$ cat src/design/fixed_point_alu_macros.svh
// ---------------------------------------------------------------------------
// Fixed-point ALU assertion macros
// Shared concurrent assertion wrappers, switched off by ASSERT_OFF.
// ---------------------------------------------------------------------------
`ifndef FIXED_POINT_ALU_MACROS_SVH
`define FIXED_POINT_ALU_MACROS_SVH

`ifndef ASSERT_OFF
// property that must hold at every rising clock edge outside reset
`define FPA_ASSERT(lbl, prop) \
  lbl: assert property (@(posedge clk_i) disable iff (!rst_ni) (prop)) \
    else $error("fixed_point_alu: assertion failed");
// condition that must never be seen outside reset
`define FPA_ASSERT_NEVER(lbl, cond) \
  `FPA_ASSERT(lbl, !(cond))
`else
`define FPA_ASSERT(lbl, prop)
`define FPA_ASSERT_NEVER(lbl, cond)
`endif

`endif

$ cat src/design/fpa_pkg.sv
// ---------------------------------------------------------------------------
// Fixed-point ALU package
// Opcodes, beat payload types, divider control word and result clamp.
// ---------------------------------------------------------------------------
package fpa_pkg;

  localparam int FRACTION_BITS = 8;

  typedef enum logic [3:0] {
    OP_ADD      = 4'd0,
    OP_SUB      = 4'd1,
    OP_MUL      = 4'd2,
    OP_DIV      = 4'd3,
    OP_GT       = 4'd4,
    OP_LT       = 4'd5,
    OP_GE       = 4'd6,
    OP_LE       = 4'd7,
    OP_EQ       = 4'd8,
    OP_NE       = 4'd9,
    OP_MIN      = 4'd10,
    OP_MAX      = 4'd11,
    OP_INC      = 4'd12,
    OP_DEC      = 4'd13,
    OP_TO_INT   = 4'd14,
    OP_FROM_INT = 4'd15
  } fpa_op_e;

  typedef struct packed {
    fpa_op_e            opcode;
    logic signed [31:0] operand_a;
    logic signed [31:0] operand_b;
  } fpa_in_t;

  typedef struct packed {
    logic signed [31:0] result_value;
    logic               compare_true;
    logic               saturated;
    logic               divide_by_zero;
  } fpa_out_t;

  // control word that travels alongside the divider state
  typedef struct packed {
    fpa_op_e     op;
    logic [31:0] res;
    logic        cmp;
    logic        sat;
    logic        dz;
    logic        neg;
  } fpa_ctl_t;

  typedef struct packed {
    logic [31:0] res;
    logic        sat;
  } fpa_clamp_t;

  localparam logic [63:0] POS_LIMIT = 64'h0000_0000_7FFF_FFFF;
  localparam logic [63:0] NEG_LIMIT = 64'h0000_0000_8000_0000;
  localparam logic [31:0] S32_MAX   = 32'h7FFF_FFFF;
  localparam logic [31:0] S32_MIN   = 32'h8000_0000;

  // apply sign to a magnitude and clamp to the signed 32-bit range
  function automatic fpa_clamp_t fpa_clamp(input logic [63:0] mag, input logic neg);
    fpa_clamp_t r;
    r.sat = 1'b0;
    if (neg) begin
      if (mag > NEG_LIMIT) begin
        r.sat = 1'b1;
        r.res = S32_MIN;
      end else begin
        r.res = 32'd0 - mag[31:0];
      end
    end else begin
      if (mag > POS_LIMIT) begin
        r.sat = 1'b1;
        r.res = S32_MAX;
      end else begin
        r.res = mag[31:0];
      end
    end
    return r;
  endfunction

endpackage

$ cat src/design/fpa_cell.sv
// ---------------------------------------------------------------------------
// Fixed-point ALU divider cell
// One restoring division step per cell; carries the beat's control word.
// ---------------------------------------------------------------------------
module fpa_cell #(
  parameter int QW = 40
) (
  input  logic              clk_i,
  input  logic              rst_ni,
  input  logic              adv_i,
  input  logic              valid_i,
  input  fpa_pkg::fpa_ctl_t ctl_i,
  input  logic [31:0]       rem_i,
  input  logic [QW-1:0]     nq_i,
  input  logic [31:0]       den_i,
  output logic              valid_o,
  output fpa_pkg::fpa_ctl_t ctl_o,
  output logic [31:0]       rem_o,
  output logic [QW-1:0]     nq_o,
  output logic [31:0]       den_o
);

  logic              valid_q;
  fpa_pkg::fpa_ctl_t ctl_q;
  logic [31:0]       rem_q, rem_d;
  logic [QW-1:0]     nq_q, nq_d;
  logic [31:0]       den_q;
  logic [32:0]       rem_sh;
  logic [32:0]       diff;

  // shift in the next numerator bit, subtract when it fits
  always_comb begin
    rem_sh = {rem_i, nq_i[QW-1]};
    diff   = rem_sh - {1'b0, den_i};
    if (rem_sh >= {1'b0, den_i}) begin
      rem_d = diff[31:0];
      nq_d  = {nq_i[QW-2:0], 1'b1};
    end else begin
      rem_d = rem_sh[31:0];
      nq_d  = {nq_i[QW-2:0], 1'b0};
    end
  end

  always_ff @(posedge clk_i or negedge rst_ni) begin
    if (!rst_ni) begin
      valid_q <= 1'b0;
    end else if (adv_i) begin
      valid_q <= valid_i;
    end
  end

  always_ff @(posedge clk_i) begin
    if (adv_i) begin
      ctl_q <= ctl_i;
      rem_q <= rem_d;
      nq_q  <= nq_d;
      den_q <= den_i;
    end
  end

  assign valid_o = valid_q;
  assign ctl_o   = ctl_q;
  assign rem_o   = rem_q;
  assign nq_o    = nq_q;
  assign den_o   = den_q;

endmodule

$ cat config.mk
export PLATFORM = sky130hd
export DESIGN_NAME = fpa_cell
export DESIGN_NICKNAME = d
export VERILOG_FILES = /design/src/design/fixed_point_alu_macros.svh /design/src/design/fpa_pkg.sv /design/src/design/fpa_cell.sv
export SDC_FILE = /design/constraint.sdc
export NUM_CORES = 1
export LEC_CHECK = 0
export BUFFER_PORTS_ARGS = -buffer_cell sky130_fd_sc_hd__buf_2
export CAP_MARGIN = 20
export CORE_UTILIZATION = 25
export CTS_CLUSTER_SIZE = 28
export DETAILED_ROUTE_END_ITERATION = 16
export GPL_TIMING_DRIVEN = 0
export SLEW_MARGIN = 5
export SYNTH_ARGS = -nofsm -noshare
export SYNTH_HDL_FRONTEND = slang
export SYNTH_SLANG_ARGS = --single-unit
$ cat constraint.sdc
create_clock -name clk_i -period 1.5 [get_ports clk_i]
set_input_delay 0.15 -clock clk_i [delete_from_list [all_inputs] [get_ports clk_i]]
set_output_delay 0.15 -clock clk_i [all_outputs]
set_load 0.1 [all_outputs]
==> flow_summary.ini <==
[drt]
avgViaCountPerCell = 4.37
drt_iter0_markers = 308
routedWlPerCell_um = 16.3
dr.pass1.iters = 4
vias = 5676
wl_um = 21200
drc = 0
ant_nets = 0

[synth]
ys.flop_type = edfxtp_1
yosys.cell_count.top_type = edfxtp_1
postSynthNetCount = 672
synthCells = 491
synth_cell_type_count = 49
synth_area_um2 = 6570
ys_seq_area_share_pct = 66.2
ys_ff_latch = 145
synth_edf_count = 144
postSynthAreaPerCell_um2 = 13.4
async_reset_ff_share_pct = 0.690
synth_top_cell_by_area = edfxtp_1
synth_area_leaders = edfxtp_1 (66%), ha_1 (6.1%), a21oi_1 (4.3%), inv_1 (2.2%), nor2_1 (2.0%)
synth_common_cells = edfxtp_1 (144), a21oi_1 (56), inv_1 (38), nor2_1 (35), ha_1 (32)
synth_top_area_share_pct = 65.8
yosysWarningCount = 0

[power]
cellPowerDensity_nw_per_um2 = 1320
p_leak_nw = 4.79
finalPower_w = 0.0148
ir_drop_mv = 0.761

[global_routing]
grtUsageTotal_pct = 14.9
grt_overflow_total = 0
grt_pass1_vias = 5546
met2_usage_pct = 27.3
grt_antenna_before_repair = 5
grt_pass1_wl_um = 29800
busiest_layer = met2
grt_max_degree = 84
grt_use_met1_pct = 16.6
grt_use_met3_pct = 3.94

[clock_network]
cts_sinks = 145
htreeDepth = 4
clk_latency_ns = 0.43
clk_pin_slew_ns = 0.07
numCtsBuffers = 17
clockRootBuffer = clkbuf_16
cts.path.max_buffers = 2
cts_tree = built

[sta]
setup_ws_ns = -1.09
min_period_ns = 2.59
setup_viol = 33
fmax_mhz = 385
max_slew.worst_pin.slew_ns = 0.852
slew_headroom_pct = 43.2
finClkSkew_ns = 0
hold_violations = 0
setup_tns_ns = -32.78
fin_crit_sh_pct = 173
rsz0062_at_grt = yes
holdWs_ns = 0.0282
slew_viol_final = 0

[setup_path]
path_buf_inv = 3
crit_family = compound AO/OA/AOI/OAI gates
cp_slowest_stage_delay_ns = 0.57
crit_path_cell_trace = buf_2 -> ha_4 -> nand4_1 -> or4_4 -> a21oi_4 -> nor3_4 -> a211oi_2 -> o21ai_2 -> o31ai_4 -> buf_6 -> buf_12 -> mux2_4
crit_path_end_kind = flop
cp.required_ns = 1.68
worstSetupPathType = in -> reg
slowest_stage = or4_4
startpoint_type = input pin
crit_arrival_ns = 2.77
crit_fanout = 5

[die]
ioPinCount = 293
core_um2 = 25500
die_height_um = 164
design.die.area_um2 = 26900
rows = 58
die_w_um = 164
start_util_pct = 25.8

[outcome]
status = finished with violations
violations = setup timing

[placed_design]
place_congestion = 0.778
dp_hpwl_um = 14500
numPortBuffers = 292
place_ws_ns = -2.09

[layout]
drive_gt1_share_pct = 46.9
fillers = 2365
area_delta_synth_final_pct = 70.1
num-nets-final = 1134

[worst_hold_path]
hold_class = in -> async

[run]
cap_violations = 0
## placed cells by master (no fill, tap or decap), drive strengths merged, types with 2 or more instances in the layout
cell type / Yosys / routed
inv: 38 / 45
o22ai: 2 / 2
a2bb2oi: 2 / 2
a211oi: 4 / 4
xnor2: 15 / 15
o21bai: 3 / 3
nand4: 8 / 8
a21oi: 56 / 56
o21a: 6 / 6
and4: 2 / 2
clkbuf: 7 / 19
clkinv: 0 / 6
edfxtp: 144 / 144
nor3: 2 / 2
ha: 32 / 32
nor2: 35 / 35
a31oi: 5 / 5
o211ai: 4 / 4
dlygate4sd3: 0 / 113
mux2: 11 / 11
buf: 11 / 346
nand3: 8 / 8
nor2b: 3 / 3
o21ai: 18 / 18
or4: 2 / 2
nand2b: 3 / 3
xor2: 12 / 12
a21o: 12 / 12
o31ai: 2 / 2
diode: 0 / 3
and2: 2 / 2
nand2: 26 / 26
nor4: 4 / 4
## logic make-up (layout without fill, tap and decap cells)
logic type / Yosys count / count (layout) / synth area share (%)
xor gates and xnor gates: 27 / 27 / 3.60
adders and majority gates: 33 / 33 / 6.40
AOI/OAI and AO/OA: 119 / 119 / 11.1
muxes: 12 / 12 / 2.04
and+or+nand+nor: 99 / 99 / 7.08
buffers and inverters: 56 / 531 / 3.54
other: 0 / 3 / 0
DFF: 145 / 145 / 66.2
## repair_timing
item                                    in CTS  in global routing
pin swaps                                    9                 25
hold buffers                               113                  0
gates cloned                                 2                  0
gates resized for setup                     56                 63
endpoints found under the setup margin      33                 33
setup buffers                               16                 30
hold endpoints to repair                   113                  0
## report_power, final
part           total, W  switching (W)  internal (W)
sequential      0.00502      0.0000915       0.00493
combinational   0.00538        0.00399       0.00139
clock           0.00436        0.00198       0.00238
total            0.0148        0.00606       0.00870
## sequential cells by signal, summed over array words and instances, names as in the netlist
signal and cells:
den_o 32, rem_o 32, ctl_o 40, nq_o 40
valid_o 1
## path summary, 6_finish.rpt
kind                               start        end  slack, ns  cells after the start
max in group asynchronous         rst_ni    valid_o       1.39                      2
worst min register to register   valid_o    valid_o       0.51                      1
worst max register to register   valid_o    valid_o       0.76                      1
min in group clk_i              rem_i[3]   rem_o[4]       0.05                      2
worst max-delay path            rem_i[7]  rem_o[30]      -1.09                     12
worst min-delay path              rst_ni    valid_o       0.03                      2
## metrics by stage
step | utilization [%] | area (µm²) | std cells
after floorplan | - | 6750 | 491
after global placement | 33.9 | 8630 | 1113
after detailed placement | 34.0 | 8660 | 1114
after CTS | 42.0 | 10700 | 1273
after global routing | 43.9 | 11200 | 1297
final | 43.9 | 11200 | 1299
## layer usage
| layer | share of wire (%) | vias to the layer above |
|---|---|---|
| li1 | - | 2758 |
| met4 | 1.7 | 2 |
| met1 | 40 | 2678 |
| met2 | 52 | 215 |
| met3 | 7.0 | 23 |
| met5 | 0.038 | - |
## area by class of cell
type                    instances  area, µm²  share of cell area (%)
plain buffers                   9        111                   0.997
diodes                          3       7.51                  0.0672
multi-input cells             290       2430                    21.8
inverters                      38        160                    1.43
flip-flops and latches        145       4350                    38.9
clock buffers                  17        425                    3.81
well taps                     330        413                    3.69
repair buffers                452       3100                    27.8
clock inverters                15        173                    1.55
Power figures use the tool's default switching activity.
